## config.mk

```make
export PLATFORM = sky130hd
export DESIGN_NAME = dht_edge_timing_receiver_flat
export DESIGN_NICKNAME = d
export VERILOG_FILES = /design/src/rtl/core/dhtr_pkg.sv /design/src/rtl/core/dhtr_if.sv /design/src/rtl/core/dht_edge_timing_receiver.sv /design/src/flat_wrapper.sv
export SDC_FILE = /design/constraint.sdc
export NUM_CORES = 1
export LEC_CHECK = 0
export ABC_AREA = 1
export BUFFER_PORTS_ARGS = -buffer_cell sky130_fd_sc_hd__clkbuf_2
export CAP_MARGIN = 25
export CORE_ASPECT_RATIO = 2
export CORE_MARGIN = 2
export CORE_UTILIZATION = 56
export DETAILED_ROUTE_END_ITERATION = 8
export PLACE_DENSITY = 0.77
export SYNTH_ARGS = -nofsm -noshare
export SYNTH_HDL_FRONTEND = slang
export SYNTH_SLANG_ARGS = --single-unit
```

## constraint.sdc

```tcl
create_clock -name clk -period 4.1 [get_ports clk]
set_clock_uncertainty 0.05 [all_clocks]
set_input_delay 0.82 -clock clk [delete_from_list [all_inputs] [get_ports clk]]
set_output_delay 0.82 -clock clk [all_outputs]
set_load 0.005 [all_outputs]
```

## src/rtl/core/dhtr_pkg.sv

```systemverilog
`timescale 1ns / 1ps
`default_nettype none
// ----------------------------------------------------------------------------
// dhtr_pkg: shared types and constants for the sensor frame receiver
// Command, status and register codes, field widths and register defaults.
// ----------------------------------------------------------------------------
package dhtr_pkg;

  localparam int FRAME_BYTES = 5;
  localparam int FRAME_W     = 8 * FRAME_BYTES;
  localparam int BITS_W      = $clog2(FRAME_W + 1);
  localparam int US_W        = 16;
  localparam int WIN_W       = 10;
  localparam int READ_W      = 16;
  localparam int STATUS_W    = 4;
  localparam int CFG_IDX_W   = 3;
  localparam int CFG_DATA_W  = 16;

  localparam logic [WIN_W-1:0] GLITCH_US = WIN_W'(10);

  typedef enum logic {
    CMD_START = 1'b0,
    CMD_EDGE  = 1'b1
  } cmd_t;

  typedef enum logic [STATUS_W-1:0] {
    ST_OK          = 4'd0,
    ST_ACQUIRING   = 4'd1,
    ST_BUSY        = 4'd2,
    ST_TIMEOUT     = 4'd3,
    ST_RESP_ERR    = 4'd4,
    ST_CHECKSUM    = 4'd5,
    ST_GLITCH      = 4'd6,
    ST_DATA_ERR    = 4'd7,
    ST_NOT_STARTED = 4'd8
  } status_t;

  typedef enum logic [CFG_IDX_W-1:0] {
    REG_SENSOR_TYPE   = 3'd0,
    REG_EDGE_TIMEOUT  = 3'd1,
    REG_PREAMBLE_MAX  = 3'd2,
    REG_RESPONSE_MIN  = 3'd3,
    REG_RESPONSE_MAX  = 3'd4,
    REG_BIT_MIN       = 3'd5,
    REG_BIT_MAX       = 3'd6,
    REG_ONE_THRESHOLD = 3'd7
  } cfg_reg_t;

  localparam logic             RST_SENSOR_TYPE   = 1'b1;
  localparam logic [US_W-1:0]  RST_EDGE_TIMEOUT  = US_W'(6000);
  localparam logic [WIN_W-1:0] RST_PREAMBLE_MAX  = WIN_W'(65);
  localparam logic [WIN_W-1:0] RST_RESPONSE_MIN  = WIN_W'(125);
  localparam logic [WIN_W-1:0] RST_RESPONSE_MAX  = WIN_W'(200);
  localparam logic [WIN_W-1:0] RST_BIT_MIN       = WIN_W'(60);
  localparam logic [WIN_W-1:0] RST_BIT_MAX       = WIN_W'(155);
  localparam logic [WIN_W-1:0] RST_ONE_THRESHOLD = WIN_W'(110);

endpackage
`default_nettype wire

```

## src/rtl/core/dhtr_if.sv

```systemverilog
`timescale 1ns / 1ps
`default_nettype none
// ----------------------------------------------------------------------------
// dhtr_in_if / dhtr_out_if: valid-ready channels of the frame receiver
// Edge and command transactions in, status and reading transactions out.
// ----------------------------------------------------------------------------
interface dhtr_in_if;
  import dhtr_pkg::*;
  logic              valid;
  logic              ready;
  logic              command;
  logic [US_W-1:0]   elapsed_us;

  modport source (output valid, command, elapsed_us, input ready);
  modport sink   (input valid, command, elapsed_us, output ready);
endinterface

interface dhtr_out_if;
  import dhtr_pkg::*;
  logic                     valid;
  logic                     ready;
  logic [STATUS_W-1:0]      status;
  logic                     done_res;
  logic [READ_W-1:0]        humidity_tenths;
  logic signed [READ_W-1:0] temperature_tenths;

  modport source (output valid, status, done_res, humidity_tenths, temperature_tenths,
                  input ready);
  modport sink   (input valid, status, done_res, humidity_tenths, temperature_tenths,
                  output ready);
endinterface
`default_nettype wire

```

## src/rtl/core/dht_edge_timing_receiver.sv

```systemverilog
`timescale 1ns / 1ps
`default_nettype none
// ----------------------------------------------------------------------------
// dht_edge_timing_receiver: single-wire humidity/temperature frame receiver
// Decodes a sensor frame from falling-edge intervals into a reading.
// ----------------------------------------------------------------------------
// Every transaction in gives exactly one transaction out, in the cycle after
// it is taken. The block takes one transaction per clock while its results
// are taken: each edge or start is decoded by a single compare, shift and
// checksum step straight into the result register, and in_ch.ready is high
// whenever that register is empty or is being taken in the same cycle. Write
// the timing registers only while no result is pending.
module dht_edge_timing_receiver
  import dhtr_pkg::*;
(
  input  wire                    clk,
  input  wire                    rst_n,
  dhtr_in_if.sink                in_ch,
  dhtr_out_if.source             out_ch,
  input  wire                    cfg_we,
  input  wire [CFG_IDX_W-1:0]    cfg_index,
  input  wire [CFG_DATA_W-1:0]   cfg_data
);

  typedef enum logic [1:0] {
    PH_STOPPED  = 2'd0,
    PH_RESPONSE = 2'd1,
    PH_DATA     = 2'd2,
    PH_ACQUIRED = 2'd3
  } phase_t;

  logic             sensor_type_r;
  logic [US_W-1:0]  edge_timeout_r;
  logic [WIN_W-1:0] preamble_max_r;
  logic [WIN_W-1:0] response_min_r;
  logic [WIN_W-1:0] response_max_r;
  logic [WIN_W-1:0] bit_min_r;
  logic [WIN_W-1:0] bit_max_r;
  logic [WIN_W-1:0] one_threshold_r;

  phase_t              phase_r, phase_nxt;
  logic [FRAME_W-1:0]  frame_r, frame_nxt;
  logic [BITS_W-1:0]   bits_r, bits_nxt;
  logic [WIN_W-1:0]    carried_r, carried_nxt;
  status_t             last_status_r, last_status_nxt;
  logic [READ_W-1:0]   hum_r, hum_nxt;
  logic [READ_W-1:0]   temp_r, temp_nxt;

  logic                out_valid_r;
  status_t             out_status_r, res_status;
  logic                out_done_r, res_done;
  logic [READ_W-1:0]   out_hum_r;
  logic [READ_W-1:0]   out_temp_r;

  logic                in_acc;
  logic                idle;
  logic [US_W:0]       delta;
  logic [FRAME_W-1:0]  frame_shifted;
  logic [BITS_W-1:0]   bits_inc;
  logic [7:0]          b0, b1, b2, b3, b4;
  logic [7:0]          sum;
  logic [READ_W-1:0]   conv_hum, conv_temp, mag;
  logic                bit_window;

  assign in_acc       = in_ch.valid && in_ch.ready;
  assign in_ch.ready  = !out_valid_r || out_ch.ready;
  assign idle         = (phase_r == PH_STOPPED) || (phase_r == PH_ACQUIRED);
  assign delta        = {1'b0, in_ch.elapsed_us} + (US_W + 1)'(carried_r);
  assign bit_window   = ((US_W + 1)'(bit_min_r) < delta) && (delta < (US_W + 1)'(bit_max_r));
  assign frame_shifted = {frame_r[FRAME_W-2:0], delta > (US_W + 1)'(one_threshold_r)};
  assign bits_inc     = bits_r + BITS_W'(1);

  assign b0  = frame_shifted[FRAME_W-1  -: 8];
  assign b1  = frame_shifted[FRAME_W-9  -: 8];
  assign b2  = frame_shifted[FRAME_W-17 -: 8];
  assign b3  = frame_shifted[FRAME_W-25 -: 8];
  assign b4  = frame_shifted[FRAME_W-33 -: 8];
  assign sum = b0 + b1 + b2 + b3;
  assign mag = {1'b0, b2[6:0], b3};

  always_comb begin
    if (sensor_type_r == 1'b0) begin
      conv_hum  = READ_W'({b0, 3'b000}) + READ_W'({b0, 1'b0});
      conv_temp = READ_W'({b2, 3'b000}) + READ_W'({b2, 1'b0});
    end else begin
      conv_hum  = {b0, b1};
      conv_temp = b2[7] ? (READ_W'(0) - mag) : {b2, b3};
    end
  end

  always_comb begin
    phase_nxt       = phase_r;
    frame_nxt       = frame_r;
    bits_nxt        = bits_r;
    carried_nxt     = carried_r;
    last_status_nxt = last_status_r;
    hum_nxt         = hum_r;
    temp_nxt        = temp_r;
    res_status      = ST_ACQUIRING;
    res_done        = 1'b0;
    if (in_ch.command == CMD_START) begin
      if (idle) begin
        phase_nxt   = PH_RESPONSE;
        frame_nxt   = '0;
        bits_nxt    = '0;
        carried_nxt = '0;
      end else begin
        res_status = ST_BUSY;
      end
    end else if (idle) begin
      res_status = last_status_r;
    end else begin
      carried_nxt = '0;
      if (delta > (US_W + 1)'(edge_timeout_r)) begin
        res_status = ST_TIMEOUT;
        res_done   = 1'b1;
        phase_nxt  = PH_STOPPED;
      end else if (phase_r == PH_RESPONSE) begin
        if (delta < (US_W + 1)'(preamble_max_r)) begin
          carried_nxt = delta[WIN_W-1:0];
        end else if (((US_W + 1)'(response_min_r) < delta) &&
                     (delta < (US_W + 1)'(response_max_r))) begin
          phase_nxt = PH_DATA;
        end else begin
          res_status = ST_RESP_ERR;
          res_done   = 1'b1;
          phase_nxt  = PH_STOPPED;
        end
      end else if (bit_window) begin
        frame_nxt = frame_shifted;
        bits_nxt  = bits_inc;
        if (bits_inc == BITS_W'(FRAME_W)) begin
          res_done = 1'b1;
          if (sum != b4) begin
            res_status = ST_CHECKSUM;
            phase_nxt  = PH_STOPPED;
          end else begin
            res_status = ST_OK;
            phase_nxt  = PH_ACQUIRED;
            hum_nxt    = conv_hum;
            temp_nxt   = conv_temp;
          end
        end
      end else if (delta < (US_W + 1)'(GLITCH_US)) begin
        res_status = ST_GLITCH;
        res_done   = 1'b1;
        phase_nxt  = PH_STOPPED;
      end else begin
        res_status = ST_DATA_ERR;
        res_done   = 1'b1;
        phase_nxt  = PH_STOPPED;
      end
      if (res_done) begin
        last_status_nxt = res_status;
      end
    end
  end

  always_ff @(posedge clk) begin
    if (!rst_n) begin
      sensor_type_r   <= RST_SENSOR_TYPE;
      edge_timeout_r  <= RST_EDGE_TIMEOUT;
      preamble_max_r  <= RST_PREAMBLE_MAX;
      response_min_r  <= RST_RESPONSE_MIN;
      response_max_r  <= RST_RESPONSE_MAX;
      bit_min_r       <= RST_BIT_MIN;
      bit_max_r       <= RST_BIT_MAX;
      one_threshold_r <= RST_ONE_THRESHOLD;
    end else if (cfg_we) begin
      case (cfg_reg_t'(cfg_index))
        REG_SENSOR_TYPE:   sensor_type_r   <= cfg_data[0];
        REG_EDGE_TIMEOUT:  edge_timeout_r  <= cfg_data[US_W-1:0];
        REG_PREAMBLE_MAX:  preamble_max_r  <= cfg_data[WIN_W-1:0];
        REG_RESPONSE_MIN:  response_min_r  <= cfg_data[WIN_W-1:0];
        REG_RESPONSE_MAX:  response_max_r  <= cfg_data[WIN_W-1:0];
        REG_BIT_MIN:       bit_min_r       <= cfg_data[WIN_W-1:0];
        REG_BIT_MAX:       bit_max_r       <= cfg_data[WIN_W-1:0];
        REG_ONE_THRESHOLD: one_threshold_r <= cfg_data[WIN_W-1:0];
        default: begin
        end
      endcase
    end
  end

  always_ff @(posedge clk) begin
    if (!rst_n) begin
      phase_r       <= PH_STOPPED;
      frame_r       <= '0;
      bits_r        <= '0;
      carried_r     <= '0;
      last_status_r <= ST_NOT_STARTED;
      hum_r         <= '0;
      temp_r        <= '0;
      out_valid_r   <= 1'b0;
      out_status_r  <= ST_OK;
      out_done_r    <= 1'b0;
      out_hum_r     <= '0;
      out_temp_r    <= '0;
    end else begin
      if (in_acc) begin
        phase_r       <= phase_nxt;
        frame_r       <= frame_nxt;
        bits_r        <= bits_nxt;
        carried_r     <= carried_nxt;
        last_status_r <= last_status_nxt;
        hum_r         <= hum_nxt;
        temp_r        <= temp_nxt;
        out_valid_r   <= 1'b1;
        out_status_r  <= res_status;
        out_done_r    <= res_done;
        out_hum_r     <= (res_status == ST_OK) ? hum_nxt : '0;
        out_temp_r    <= (res_status == ST_OK) ? temp_nxt : '0;
      end else if (out_ch.ready) begin
        out_valid_r <= 1'b0;
      end
    end
  end

  assign out_ch.valid              = out_valid_r;
  assign out_ch.status             = out_status_r;
  assign out_ch.done_res           = out_done_r;
  assign out_ch.humidity_tenths    = out_hum_r;
  assign out_ch.temperature_tenths = out_temp_r;

`ifndef SYNTHESIS
  a_done_final: assert property (@(posedge clk) disable iff (!rst_n)
    out_valid_r && out_done_r |->
      out_status_r != ST_ACQUIRING && out_status_r != ST_BUSY &&
      out_status_r != ST_NOT_STARTED)
    else $error("finishing transaction carries a non-final status");

  a_reading_zero: assert property (@(posedge clk) disable iff (!rst_n)
    out_valid_r && out_status_r != ST_OK |-> out_hum_r == '0 && out_temp_r == '0)
    else $error("reading fields set on a non-ok status");

  a_idle_edge: assert property (@(posedge clk) disable iff (!rst_n)
    in_acc && in_ch.command == CMD_EDGE && idle |=> !out_done_r && $stable(phase_r))
    else $error("ignored edge changed phase or ended an acquisition");

  a_ready_free: assert property (@(posedge clk) disable iff (!rst_n)
    !out_valid_r |-> in_ch.ready)
    else $error("input stalled with an empty result register");

  a_bits_range: assert property (@(posedge clk) disable iff (!rst_n)
    phase_r == PH_DATA |-> bits_r < BITS_W'(FRAME_W))
    else $error("bit count ran past the frame while in the data phase");
`endif

endmodule
`default_nettype wire

```

## src/flat_wrapper.sv

```systemverilog
// flat-port wrapper written by rule: the top's interface ports become plain ports
module dht_edge_timing_receiver_flat import dhtr_pkg::*;
  (clk, rst_n, cfg_we, cfg_index, cfg_data, in_ch_valid, in_ch_command, in_ch_elapsed_us, in_ch_ready, out_ch_valid, out_ch_status, out_ch_done_res, out_ch_humidity_tenths, out_ch_temperature_tenths, out_ch_ready);
  dhtr_in_if in_ch_i ();
  dhtr_out_if out_ch_i ();
  input  wire clk;
  input  wire rst_n;
  input  wire cfg_we;
  input  wire [CFG_IDX_W-1:0] cfg_index;
  input  wire [CFG_DATA_W-1:0] cfg_data;
  input wire logic [$bits(in_ch_i.valid)-1:0] in_ch_valid;
  input wire logic [$bits(in_ch_i.command)-1:0] in_ch_command;
  input wire logic [$bits(in_ch_i.elapsed_us)-1:0] in_ch_elapsed_us;
  output wire logic [$bits(in_ch_i.ready)-1:0] in_ch_ready;
  output wire logic [$bits(out_ch_i.valid)-1:0] out_ch_valid;
  output wire logic [$bits(out_ch_i.status)-1:0] out_ch_status;
  output wire logic [$bits(out_ch_i.done_res)-1:0] out_ch_done_res;
  output wire logic [$bits(out_ch_i.humidity_tenths)-1:0] out_ch_humidity_tenths;
  output wire logic [$bits(out_ch_i.temperature_tenths)-1:0] out_ch_temperature_tenths;
  input wire logic [$bits(out_ch_i.ready)-1:0] out_ch_ready;
  assign in_ch_i.valid = in_ch_valid;
  assign in_ch_i.command = in_ch_command;
  assign in_ch_i.elapsed_us = in_ch_elapsed_us;
  assign in_ch_ready = in_ch_i.ready;
  assign out_ch_valid = out_ch_i.valid;
  assign out_ch_status = out_ch_i.status;
  assign out_ch_done_res = out_ch_i.done_res;
  assign out_ch_humidity_tenths = out_ch_i.humidity_tenths;
  assign out_ch_temperature_tenths = out_ch_i.temperature_tenths;
  assign out_ch_i.ready = out_ch_ready;
  dht_edge_timing_receiver u_core (.clk(clk), .rst_n(rst_n), .in_ch(in_ch_i), .out_ch(out_ch_i), .cfg_we(cfg_we), .cfg_index(cfg_index), .cfg_data(cfg_data));
endmodule
```

# Word level (Yosys, flattened, before mapping)
# Index checks and enable logic that the tools add are counted.
op_classes:
  add_sub_neg: 8
  order_cmp: 8
  eq_ne: 16
  mux: 70
  n_bitwise: 1
  reduce_logical: 24
op_table:
  columns: ["cell", "count"]
  rows:
  - ["16-bit two-way mux", 19]
  - ["39-bit two-way mux", 6]
  - ["10-bit two-way mux", 6]
  - ["17-bit by 10-bit less-than comparator with 1-bit output", 3]
  - ["6-bit two-way mux", 6]
  - ["10-bit by 17-bit less-than comparator with 1-bit output", 2]
  - ["4-bit two-way mux", 7]
  - ["11-bit by 9-bit adder with 12-bit output", 2]
  - ["8-bit adder", 3]
  - ["2-bit two-way mux", 11]
  - ["16-bit by 10-bit adder with 17-bit output", 1]
  - ["17-bit by 10-bit greater-than comparator with 1-bit output", 1]
  - ["17-bit by 16-bit greater-than comparator with 1-bit output", 1]
  - ["17-bit by 4-bit less-than comparator with 1-bit output, second input constant", 1]
  - ["2-bit AND reduction", 8]
  - ["1-bit by 15-bit subtractor with 16-bit output, first input constant", 1]
  - ["1-bit two-way mux", 13]
  - ["3-bit equality test, second input constant", 4]
  - ["8-bit != test", 1]
  - ["6-bit by 1-bit adder with 6-bit output, second input constant", 1]
  - ["3-bit by 2-bit equality test with 1-bit output, second input constant", 2]
  - ["6-bit equality test, second input constant", 1]
  - ["3-bit two-way mux", 2]
  - ["6-bit AND reduction", 1]
  - ["other kinds (18)", 24]
word_totals:
  regBits: 208
  inputBits: 41
  out_inout_bits: 39
  wordCells: 147

# Longest topological paths before layout
# Gate-level depths: netlist (run 1).
logic_depth:
  depth_word: 13
  ltp_mapped: 31
  depth_no_buf: 30

# Worst setup path after synthesis (run 1)
# No wires, ideal clock.
synth_path:
  path_type: "in2reg"
  startpoint: "input port in_ch_elapsed_us[0]"
  endpoint: "register u_core.out_temp_r[10], in the netlist u_core.out_ch.temperature_tenths[10]"
  setup_ns: 0.070
  arrival_time_ns: 4.177
  t_required_ns: 3.980
  setup_slack_ns: -0.196
  path_stages: 27
  path_buffers: 1
  cell_sequence: "ha_1 inv_1 fa_1 inv_1 nand3_1 nand3_1 nand2_1 nand3_1 xor2_1 ha_1 a21o_1 nor2_1 nand3_1 nand2_1 nand2_1 nand2_1 nand2_1 nor2_2 a21oi_1 nor2_2 nand2_1 nand3_1 nand2_2 a21oi_4 buf_6 nand3_2 a21oi_2"
synth_via:
  elab_chain_len: 12
  word_cells_on_any_way: 31
  cone_classes: "add/sub: 1; order compare: 8; eq/ne: 1; mux: 18; reduce/logical: 3"
synth_lines:
  columns: ["item", "line_no", "source"]
  rows:
  - ["start, declared", "flat_wrapper.sv:13", "input wire logic [$bits(in_ch_i.elapsed_us)-1:0] in_ch_elapsed_us;"]
  - ["16-bit by 10-bit adder with 17-bit output *", "dht_edge_timing_receiver.sv:68", "assign delta = {1'b0, in_ch.elapsed_us} + (US_W + 1)'(carried_r);"]
  - ["17-bit by 10-bit greater-than comparator with 1-bit output", "dht_edge_timing_receiver.sv:70", "assign frame_shifted = {frame_r[FRAME_W-2:0], delta > (US_W + 1)'(one_threshold_r)};"]
  - ["8-bit != test", "dht_edge_timing_receiver.sv:134", "if (sum != b4) begin"]
  - ["3-bit two-way mux", "dht_edge_timing_receiver.sv:134", null]
  - ["4-bit two-way mux", "dht_edge_timing_receiver.sv:132", "if (bits_inc == BITS_W'(FRAME_W)) begin"]
  - ["4-bit two-way mux", "dht_edge_timing_receiver.sv:129", "end else if (bit_window) begin"]
  - ["4-bit two-way mux", "dht_edge_timing_receiver.sv:118", "end else if (phase_r == PH_RESPONSE) begin"]
  - ["4-bit two-way mux", "dht_edge_timing_receiver.sv:114", "if (delta > (US_W + 1)'(edge_timeout_r)) begin"]
  - ["4-bit two-way mux", "dht_edge_timing_receiver.sv:110", "end else if (idle) begin"]
  - ["4-bit two-way mux", "dht_edge_timing_receiver.sv:101", "if (in_ch.command == CMD_START) begin"]
  - ["4-bit logical NOT", "dht_edge_timing_receiver.sv:212", "out_temp_r <= (res_status == ST_OK) ? temp_nxt : '0;"]
  - ["16-bit two-way mux *", "dht_edge_timing_receiver.sv:212", null]
  - ["end signal, assigned", "dht_edge_timing_receiver.sv:212", null]
  - ["end, declared", "dht_edge_timing_receiver.sv:53", "logic [READ_W-1:0] out_temp_r;"]
# Mark *: on every way between the ends. The rest lies on a longest branch, timed or not.
# A chain may end at the register's enable or synchronous reset.

# Worst setup path after layout (run 1)
layout_path:
  startpoint: "register u_core.frame_r[8]"
  endpoint: "register u_core.out_hum_r[4], in the netlist u_core.out_ch.humidity_tenths[4]"
layout_via:
  elab_chain_len: 11
  word_cells_on_any_way: 18
  cone_classes: "add/sub: 1; eq/ne: 1; mux: 15; reduce/logical: 1"
layout_lines:
  columns: ["item", "line_no", "source"]
  rows:
  - ["start, declared", "dht_edge_timing_receiver.sv:42", "logic [FRAME_W-1:0] frame_r, frame_nxt;"]
  - ["start signal, assigned", "dht_edge_timing_receiver.sv:202", "frame_r <= frame_nxt;"]
  - ["8-bit adder *", "dht_edge_timing_receiver.sv:78", "assign sum = b0 + b1 + b2 + b3;"]
  - ["8-bit != test *", "dht_edge_timing_receiver.sv:134", null]
  - ["3-bit two-way mux", "dht_edge_timing_receiver.sv:134", null]
  - ["4-bit two-way mux", "dht_edge_timing_receiver.sv:132", null]
  - ["4-bit two-way mux", "dht_edge_timing_receiver.sv:129", null]
  - ["4-bit two-way mux", "dht_edge_timing_receiver.sv:118", null]
  - ["4-bit two-way mux", "dht_edge_timing_receiver.sv:114", null]
  - ["4-bit two-way mux", "dht_edge_timing_receiver.sv:110", null]
  - ["4-bit two-way mux", "dht_edge_timing_receiver.sv:101", null]
  - ["4-bit logical NOT", "dht_edge_timing_receiver.sv:211", "out_hum_r <= (res_status == ST_OK) ? hum_nxt : '0;"]
  - ["16-bit two-way mux *", "dht_edge_timing_receiver.sv:211", null]
  - ["end signal, assigned", "dht_edge_timing_receiver.sv:211", null]
  - ["end, declared", "dht_edge_timing_receiver.sv:52", "logic [READ_W-1:0] out_hum_r;"]
# Marked as above.

==> summary.md, run 1 <==
| Metric | Value |
|---|---|
| Min-delay worst type | `reg -> reg` |
| RR Endpoint | `u_core.out_ch.humidity_tenths[4]` |
| Final ANT Viol Nets | `0` |
| Worst r2r src | `u_core.frame_r[8]` |
| Syn nets | `about 2000` |
| IO buf count | `79` |
| Startpoint types | `flip-flop` |
| Sequential power share | `between 30 and 40%` |
| RSZ-0062 raised after global routing | `true` |
| Slew Limit Fails | `0` |
| Root buffer cell | `clkbuf_16` |
| Vias in the first global route | `approximately 13000` |
| H-tree depth | `1` |
| Asr flop ratio synth | `0%` |
| Initial antenna violation count | `0` |
| N_diodes | `0` |
| Critical path class | `reg -> reg` |
| Actual slew at the worst max-slew pin | `819 ps` |
| R2R setup slack | `-290 ps` |
| Period utilisation layout | `107%` |
| Tot GR Track Use | `between 30% and 40%` |
| Area post-placement | `approximately 14000 um2` |
| Synth Area in Compound Gates | `17.8%` |
| Pre-antenna DRT Iters | `6` |
| Hold Fails Final Rpt | `0` |
| Max cap viols | `0` |
| Hold_buf cts | `0` |
| Post-Syn Area per Cell | `roughly 7.1 um2` |
| Place WS | `-667 ps` |
| Skew-Pair Late Insertion Delay | `around 510 ps` |
| I/O pin cnt | `80` |
| P_int | `roughly 3900 uW` |
| Chip width | `roughly 110 um` |
| Total congestion overflow | `0` |
| Status | `finished with violations` |
| Area delta synth->final | `25.7%` |
| Final #Nets | `2149` |
| Final worst slack | `-294 ps` |
| Failing checks | `setup timing` |
| First-pass GRT wire length | `about 62000 um` |
| Post-route minimum period | `4390 ps` |
| Pwr Total | `5810 uW` |
| Max Freq | `approximately 0.23 GHz` |
| CTS max path bufs | `3` |
| DR iter-0 viols | `around 950` |
| Clk sink count | `~210` |
| Row count | `78` |
| Synthesized area | `about 13000 um2` |
| Worst Reg2Reg Path Length in Cells | `22` |
| Post-synth top area share | `32.6%` |
| Fin area | `16100 um2` |
| Sw power | `between 1500 and 2000 uW` |
| Peak supply drop | `approximately 360 uV` |
| EDFF count, synth | `0` |
| Initial core utilization | `a little under three fifths` |
| Crit path required time | `between 4000 and 5000 ps` |
| Sw Share | `33.2%` |
| Reg clk slew, reported paths | `approximately 70 ps` |
| Synth warnings | `0` |
| Post-DR wirelength/cell | `~18 um` |
| Worst setup path startpoint | `u_core.frame_r[8]` |
| Max-slew headroom | `a little under half` |
| DR vias | `around 13000` |
| Last element of the critical path | `u_core.out_ch.humidity_tenths[4]` |
| Multiplexer share of the synthesized area | `0%` |
| Register area share after synthesis | `32.6%` |
| Area of the die | `about 24000 um2` |
| Most frequent cells in the layout | `nand2_1, inv_1, dfxtp_1, a21oi_1, nor2_1` |
| TritonCTS clock tree | `done` |
| Post-synthesis xor/xnor area fraction | `2.06%` |
| Share of cells above drive strength 1 | `approximately a quarter` |
| Top post-synthesis cells by area | `dfxtp_1, nand2_1, ha_1` |
| Yosys cell types | `49` |
| Mapped Cells | `around 1800` |
| # DRC | `0` |
| TritonCTS Buffers | `20` |
| Clock group share of total power | `about a third` |
| Die Y-Extent | `~220 um` |
| Final WL | `around 41000 um` |
| Routability cong. | `approximately 0.95` |
| Synth Area in Simple Gates | `24.9%` |
| Commonest non-fill, non-tap cell in the layout | `nand2_1` |
| Pwr dens | `~360 nW/um2` |
| Vias per cell | `slightly below 6` |
| Critical path peak fanout | `7` |
| Yosys top cell by area | `dfxtp_1` |
| Commonest register cell after synthesis | `dfxtp_1` |
| CP endpoint kind | `flip-flop` |
| Setup violators final | `65` |
| DPL Wire Length | `28100 um` |
| Seq cells post-synth | `between 200 and 250` |
| Power share of the combinational group | `just under 30%` |
| Crit path arrival time | `~4800 ps` |
| Largest family of logic cells by synthesized area | `simple AND/OR/NAND/NOR gates` |
| Largest net degree at the start of global routing | `81` |
| Core box area | `roughly 23000 um2` |
| Pleak | `between 0.007 and 0.008 uW` |
| Synth Area in Adders | `about an eighth` |
| Final core occ | `a little under three quarters` |
[registers in the layout, indices dropped and copies added (netlist names)]
name	count
u_core.response_max_r	10
u_core.out_ch.humidity_tenths	16
u_core.out_ch.temperature_tenths	16
u_core.edge_timeout_r	16
u_core.out_ch.status	4
u_core.bit_max_r	10
u_core.out_ch.valid	1
u_core.frame_r	39
u_core.response_min_r	10
u_core.bits_r	6
u_core.carried_r	10
u_core.temp_r	16
u_core.last_status_r	4
u_core.one_threshold_r	10
u_core.hum_r	16
u_core.out_ch.done_res	1
u_core.preamble_max_r	10
u_core.bit_min_r	10
u_core.phase_r	2
u_core.sensor_type_r	1
[critical path, stage by stage, from the launching register on]
cell	delay (ps)
dfxtp_2	340
fa_1	500
fa_1	520
ha_2	190
inv_2	40
fa_2	520
xor2_1	130
nand2_1	80
nor2_1	80
nand3_1	90
nor3_2	140
nand3_2	110
nor2_4	130
nand2_2	90
nor2_4	120
buf_6	120
nand3_4	190
clkbuf_16	250
nand2_2	50
nand2_1	50
nor2_2	190
nand3_1	120
a21oi_1	170
[logic make-up after synthesis]
kind of cell             count (synthesis)
AND/OR/NAND/NOR                        746
XOR/XNOR                                30
AO/OA/AOI/OAI                          390
buffers and inverters                  301
flip-flops                             208
adder cells (fa/ha/maj)                124
[metrics by stage]
step	setup TNS (ps)	hold slack, ps	instances
floorplan	0	379	1799
global placement	-50160	394	2209
detailed placement	-60010	402	2209
CTS	-4220	414	2257
global route	-27660	422	2278
finish	-9290	414	2278
[worst min path at each step]
stage	slack, ps	depth (start not counted)	to	from
finish	410	2	u_core.response_min_r[6]	u_core.response_min_r[6]
global route	420	2	u_core.response_max_r[8]	u_core.response_max_r[8]
CTS	410	2	u_core.response_max_r[8]	u_core.response_max_r[8]
detailed placement	400	2	u_core.bit_min_r[4]	u_core.bit_min_r[4]
global placement	390	2	u_core.bit_min_r[4]	u_core.bit_min_r[4]
floorplan	380	2	u_core.bit_max_r[0]	u_core.bit_max_r[0]
[power by group through the flow]
stage	logic [uW]	registers, uW	clock network (uW)
after global routing	1880	2190	1980
after global placement	1320	2220	0
after CTS	1570	2180	1900
final	1730	2180	1890
after floorplan	888	2220	0
after detailed placement	1350	2220	0
[cells in the mapped netlist (all sizes together) (10+ instances only)]
| library cell | instances |
|---|---|
| nand3 | 126 |
| nand2 | 380 |
| dfxtp | 208 |
| nor3 | 23 |
| buf | 20 |
| inv | 217 |
| ha | 106 |
| o211ai | 16 |
| nand4 | 10 |
| fa | 18 |
| o21a | 35 |
| nor2 | 197 |
| a211oi | 28 |
| o21ai | 102 |
| clkbuf | 57 |
| a21oi | 190 |
| xor2 | 23 |
[what timing repair did]
action / CTS / global route
endpoints found under the setup margin: 68 / 127
gates resized for setup: 55 / 139
buffers inserted: 7 / 15
pin swaps: 23 / 33
gates cloned: 5 / 6
[layout make-up]
type                            instances  area [um2]
Clock inverter                          7        37.5
Timing Repair Buffer                  240        2000
Inverter                              224         860
Fill cell                            1722        6470
Clock buffer                           29         626
Tap cell                              280         350
Multi-Input combinational cell       1290        8030
Sequential cell                       208        4170
[layer usage]
layer	track usage [%]	part of all wire, %	routed length [um]
met2	59.9	53	21700
met1	29.5	32	13200
met4	28.5	10	4260
met5	0	0	0
met3	3.25	4.2	1730
(Power assumes the default switching activity.)
==> inputs of run 2 (changes only) <==
--- a/config.mk
+++ b/config.mk
@@ -5,14 +5,13 @@
 export SDC_FILE = /design/constraint.sdc
 export NUM_CORES = 1
 export LEC_CHECK = 0
-export ABC_AREA = 1
 export BUFFER_PORTS_ARGS = -buffer_cell sky130_fd_sc_hd__clkbuf_2
 export CAP_MARGIN = 25
 export CORE_ASPECT_RATIO = 2
 export CORE_MARGIN = 2
-export CORE_UTILIZATION = 56
+export CORE_UTILIZATION = 65
 export DETAILED_ROUTE_END_ITERATION = 8
-export PLACE_DENSITY = 0.77
+export PLACE_DENSITY = 0.85
 export SYNTH_ARGS = -nofsm -noshare
 export SYNTH_HDL_FRONTEND = slang
 export SYNTH_SLANG_ARGS = --single-unit
==> constraint.sdc (replaced) <==
create_clock -name clk -period 5.6 [get_ports clk]
set_clock_uncertainty 0.05 [all_clocks]
set_input_delay 1.12 -clock clk [delete_from_list [all_inputs] [get_ports clk]]
set_output_delay 1.12 -clock clk [all_outputs]
set_load 0.005 [all_outputs]
==> run 2 against run 1 <==
  * The run now ends clean
  * Power shrank 44%
  * Sequential power decreased by 31%
  * Via count shrank 16%
  * Hold slack got worse by 15 ps
  * First-iteration DRC count down 49%
  * Setup slack improved by 610 ps
  * Synthesized area fell by 3.5%
  * Clock power decreased by 28%
  * Combinational power fell by 79%
  * Die area fell by 16%
  * Design area shrank 13%
  * Routed wire length is 18% lower
  * Critical endpoint is now u_core.frame_r[11]
==> summary.md, run 2 <==
| Metric | Value |
|---|---|
| Status | `complete, no violations (was finished with violations)` |
| Reg clk slew, reported paths | `70 ps (about the same)` |
| Setup violators final | `0 (was 65)` |
| Final ANT Viol Nets | `0 (unchanged)` |
| Row count | `71 (was 78)` |
| Pwr dens | `232 nW/um2 (was 362 nW/um2)` |
| Chip width | `101 um (was 111 um)` |
| Register area share after synthesis | `33.7% (was 32.6%)` |
| Vias per cell | `5.96 (was 5.79)` |
| Yosys cell types | `68 (was 49)` |
| Synthesized area | `12300 um2 (was 12800 um2)` |
| Pre-antenna DRT Iters | `5 (was 6)` |
| Crit path arrival time | `5590 ps (was 4750 ps)` |
| Most frequent cells after synthesis | `nand2_1, dfxtp_1, a21oi_1 (was nand2_1, inv_1, dfxtp_1)` |
| Area post-placement | `13200 um2 (was 14300 um2)` |
| DR iter-0 viols | `482 (was 952)` |
| Max Freq | `about 0.19 GHz` |
| N_diodes | `0 (unchanged)` |
| Most frequent cells in the layout | `nand2_1, dfxtp_1, a21oi_1, ha_1, inv_1 (was nand2_1, inv_1, dfxtp_1, a21oi_1, nor2_1)` |
| I/O pin cnt | `80 (unchanged)` |
| Final WL | `33300 um (was 40900 um)` |
| Critical path's top delay family | `simple AND/OR/NAND/NOR gates (was adder cells)` |
| Die Y-Extent | `199 um (was 218 um)` |
| Biggest register | `u_core.frame_r (unchanged)` |
| Crit-path cells | `clkbuf_2 > ha_1 > inv_1 > fa_1 > nor2b_1 > o31a_1 > nor2_1 > o21ai_0 > xnor2_1 > inv_1 > buf_4 > ha_1 > nand4_1 > nor4_1 > o211a_1 > o21a_1 > a41oi_1 > or4_1 > buf_4 > nand2_1 > a21oi_1 (was fa_1 > fa_1 > ha_2 > inv_2 > fa_2 > xor2_1 > nand2_1 > nor2_1 > nand3_1 > nor3_2 > nand3_2 > nor2_4 > nand2_2 > nor2_4 > buf_6 > nand3_4 > clkbuf_16 > nand2_2 > nand2_1 > nor2_2 > nand3_1 > a21oi_1)` |
| Vias in the first global route | `11314 (was 12863)` |
| # DRC | `0 (unchanged)` |
| Critical path's largest stage delay | `580 ps (was 520 ps)` |
| Crit path required time | `5910 ps (was 4460 ps)` |
| Hold_buf cts | `0 (unchanged)` |
| Most common cell in the netlist | `nand2_1 (unchanged)` |
| Initial antenna violation count | `0 (unchanged)` |
| Area of the die | `20200 um2 (was 24100 um2)` |
| Routability cong. | `0.926 (was 0.947)` |
| Syn nets | `1682 (was 1964)` |
| DR vias | `11149 (was 13195)` |
| Max cap viols | `0 (unchanged)` |
| Period utilisation layout | `94.3%` |
| TritonCTS Buffers | `20 (unchanged)` |
| DPL Wire Length | `25300 um (was 28100 um)` |
| Mapped Cells | `1517 (was 1799)` |
| Slew Limit Fails | `0 (unchanged)` |
| Largest net degree at the start of global routing | `92 (was 81)` |
| Max-slew headroom | `38.0% (was 45.4%)` |
| Synth warnings | `0 (unchanged)` |
| Initial core utilization | `65.8% (was 56.7%)` |
| Max reg flops | `39 (unchanged)` |
| Fill cell count | `1475 (was 1722)` |
| Post-synth top area share | `33.7% (was 32.6%)` |
| H-tree depth | `1 (unchanged)` |
| Tot GR Track Use | `34.0% (was 31.7%)` |
| Register area | `4160 um2 (was 4170 um2)` |
| CTS max path bufs | `3 (unchanged)` |
| Post-DR wirelength/cell | `17.8 um (was 18.0 um)` |
| Fin area | `13900 um2 (was 16100 um2)` |
| R2R setup slack | `650 ps (was -290 ps)` |
| Post-route minimum period | `5280 ps` |
| Critical path class | `in -> reg (was reg -> reg)` |
| Actual slew at the worst max-slew pin | `927 ps (was 819 ps)` |
| Commonest register cell after synthesis | `dfxtp_1 (unchanged)` |
| Yosys top cell by area | `dfxtp_1 (unchanged)` |
| Hold Fails Final Rpt | `0 (unchanged)` |
| Clk sink count | `208 (unchanged)` |
| Core box area | `18700 um2 (was 22500 um2)` |
| Final instance count without filler cells | `1870 (was 2278)` |
| Commonest non-fill, non-tap cell in the layout | `nand2_1 (unchanged)` |
| Min-delay worst type | `reg -> reg (unchanged)` |
| Asr flop ratio synth | `0% (unchanged)` |
| Placed Cells | `1834 (was 2209)` |
| Final #Nets | `1766 (was 2149)` |
| Skew-Pair Late Insertion Delay | `520 ps (was 510 ps)` |
| Post-Syn Area per Cell | `8.14 um2 (was 7.11 um2)` |
| IO buf count | `79 (unchanged)` |
| Worst path slowest cell | `or4_1 (was fa_1)` |
| Top post-synthesis cells by area | `dfxtp_1, ha_1, nand2_1 (was dfxtp_1, nand2_1, ha_1)` |
| Startpoint types | `input port (was flip-flop)` |
| Area of the multi-input gates | `7530 um2 (was 8030 um2)` |
| Pleak | `0.00568 uW (was 0.00732 uW)` |
| CP endpoint kind | `flip-flop (unchanged)` |
| First-pass GRT wire length | `54300 um (was 61900 um)` |
| Buf/Inv on CP | `5 (was 3)` |
| Share of cells above drive strength 1 | `12.1% (was 23.6%)` |
| Area delta synth->final | `12.7% (was 25.7%)` |
| Peak supply drop | `249 uV (was 363 uV)` |
| Seq cells post-synth | `208 (unchanged)` |
| Total congestion overflow | `0 (unchanged)` |
| EDFF count, synth | `0 (unchanged)` |
| TritonCTS clock tree | `done (unchanged)` |
| Root buffer cell | `clkbuf_16 (unchanged)` |
| Critical path peak fanout | `21 (was 7)` |
run 2: worst paths after layout:
check,depth (start not counted),endpoint,startpoint
worst max-delay path,21,u_core.frame_r[11],in_ch_elapsed_us[0]
worst min-delay path,2,u_core.out_ch.humidity_tenths[0],u_core.out_ch.humidity_tenths[0]
worst max register to register,20,u_core.frame_r[11],u_core.carried_r[0]
worst min register to register,2,u_core.out_ch.humidity_tenths[0],u_core.out_ch.humidity_tenths[0]
run 2: kinds of logic (layout without fill, tap and decap cells):
kind of cell | after synthesis | count (layout) | synth area share (%)
xor+xnor | 50 | 50 | 3.67
simple gates | 547 | 547 | 20.0
compound gates | 346 | 346 | 17.5
mux | 71 | 71 | 5.79
fa+ha+maj | 124 | 124 | 13.7
buf+inv | 171 | 269 | 5.69
flops | 208 | 208 | 33.7
run 2: worst reg2reg max path: stages (launching register included):
cell,delay (ps)
dfxtp_1,350
ha_1,180
inv_1,60
fa_1,410
nor2b_1,200
o31a_1,210
nor2_1,80
o21ai_0,200
xnor2_1,170
inv_1,140
buf_4,180
ha_1,310
nand4_1,120
nor4_1,550
o211a_1,230
o21a_1,180
a41oi_1,150
or4_1,590
buf_4,270
nand2_1,100
a21oi_1,60
run 2: power breakdown:
part	internal, uW	total (uW)	switching [uW]
clock	756	1360	603
sequential	1500	1510	11.1
combinational	124	357	233
run 2: cell type report:
class / count / share of cell area [%]
Sequential cell: 208 / 29.9
Multi-Input combinational cell: 1138 / 54.1
Clock inverter: 8 / 0.585
Timing Repair Buffer: 140 / 6.50
Tap cell: 255 / 2.29
Inverter: 93 / 2.53
Clock buffer: 28 / 4.04
run 2: metal layers:
| metal | GRT usage [%] | part of all wire, % | vias to the layer above |
|---|---|---|---|
| met5 | 0 | 0 | - |
| met4 | 25.4 | 8.1 | 0 |
| met3 | 3.83 | 4.1 | 154 |
| met2 | 63.8 | 54 | 361 |
| met1 | 32.8 | 34 | 5182 |
| li1 | - | - | 5452 |
run 2: what timing repair did:
item                       in CTS  in global routing
gates resized for setup         0                  4
buffers inserted                0                  0
setup endpoints to repair       0                 53
run 2: metrics by stage:
step / TNS [ps] / setup WS, ps / power, uW / util (%) / hold slack, ps
after floorplan: 0 / 281 / 1760 / - / 382
after global placement: -11310 / -149 / 1880 / 70.5 / 384
after detailed placement: -25130 / -296 / 1890 / 70.6 / 390
after CTS: 0 / 213 / 3240 / 74.0 / 405
after global routing: -2.64 / -2.64 / 3340 / 74.2 / 420
final: 0 / 320 / 3230 / 74.2 / 399
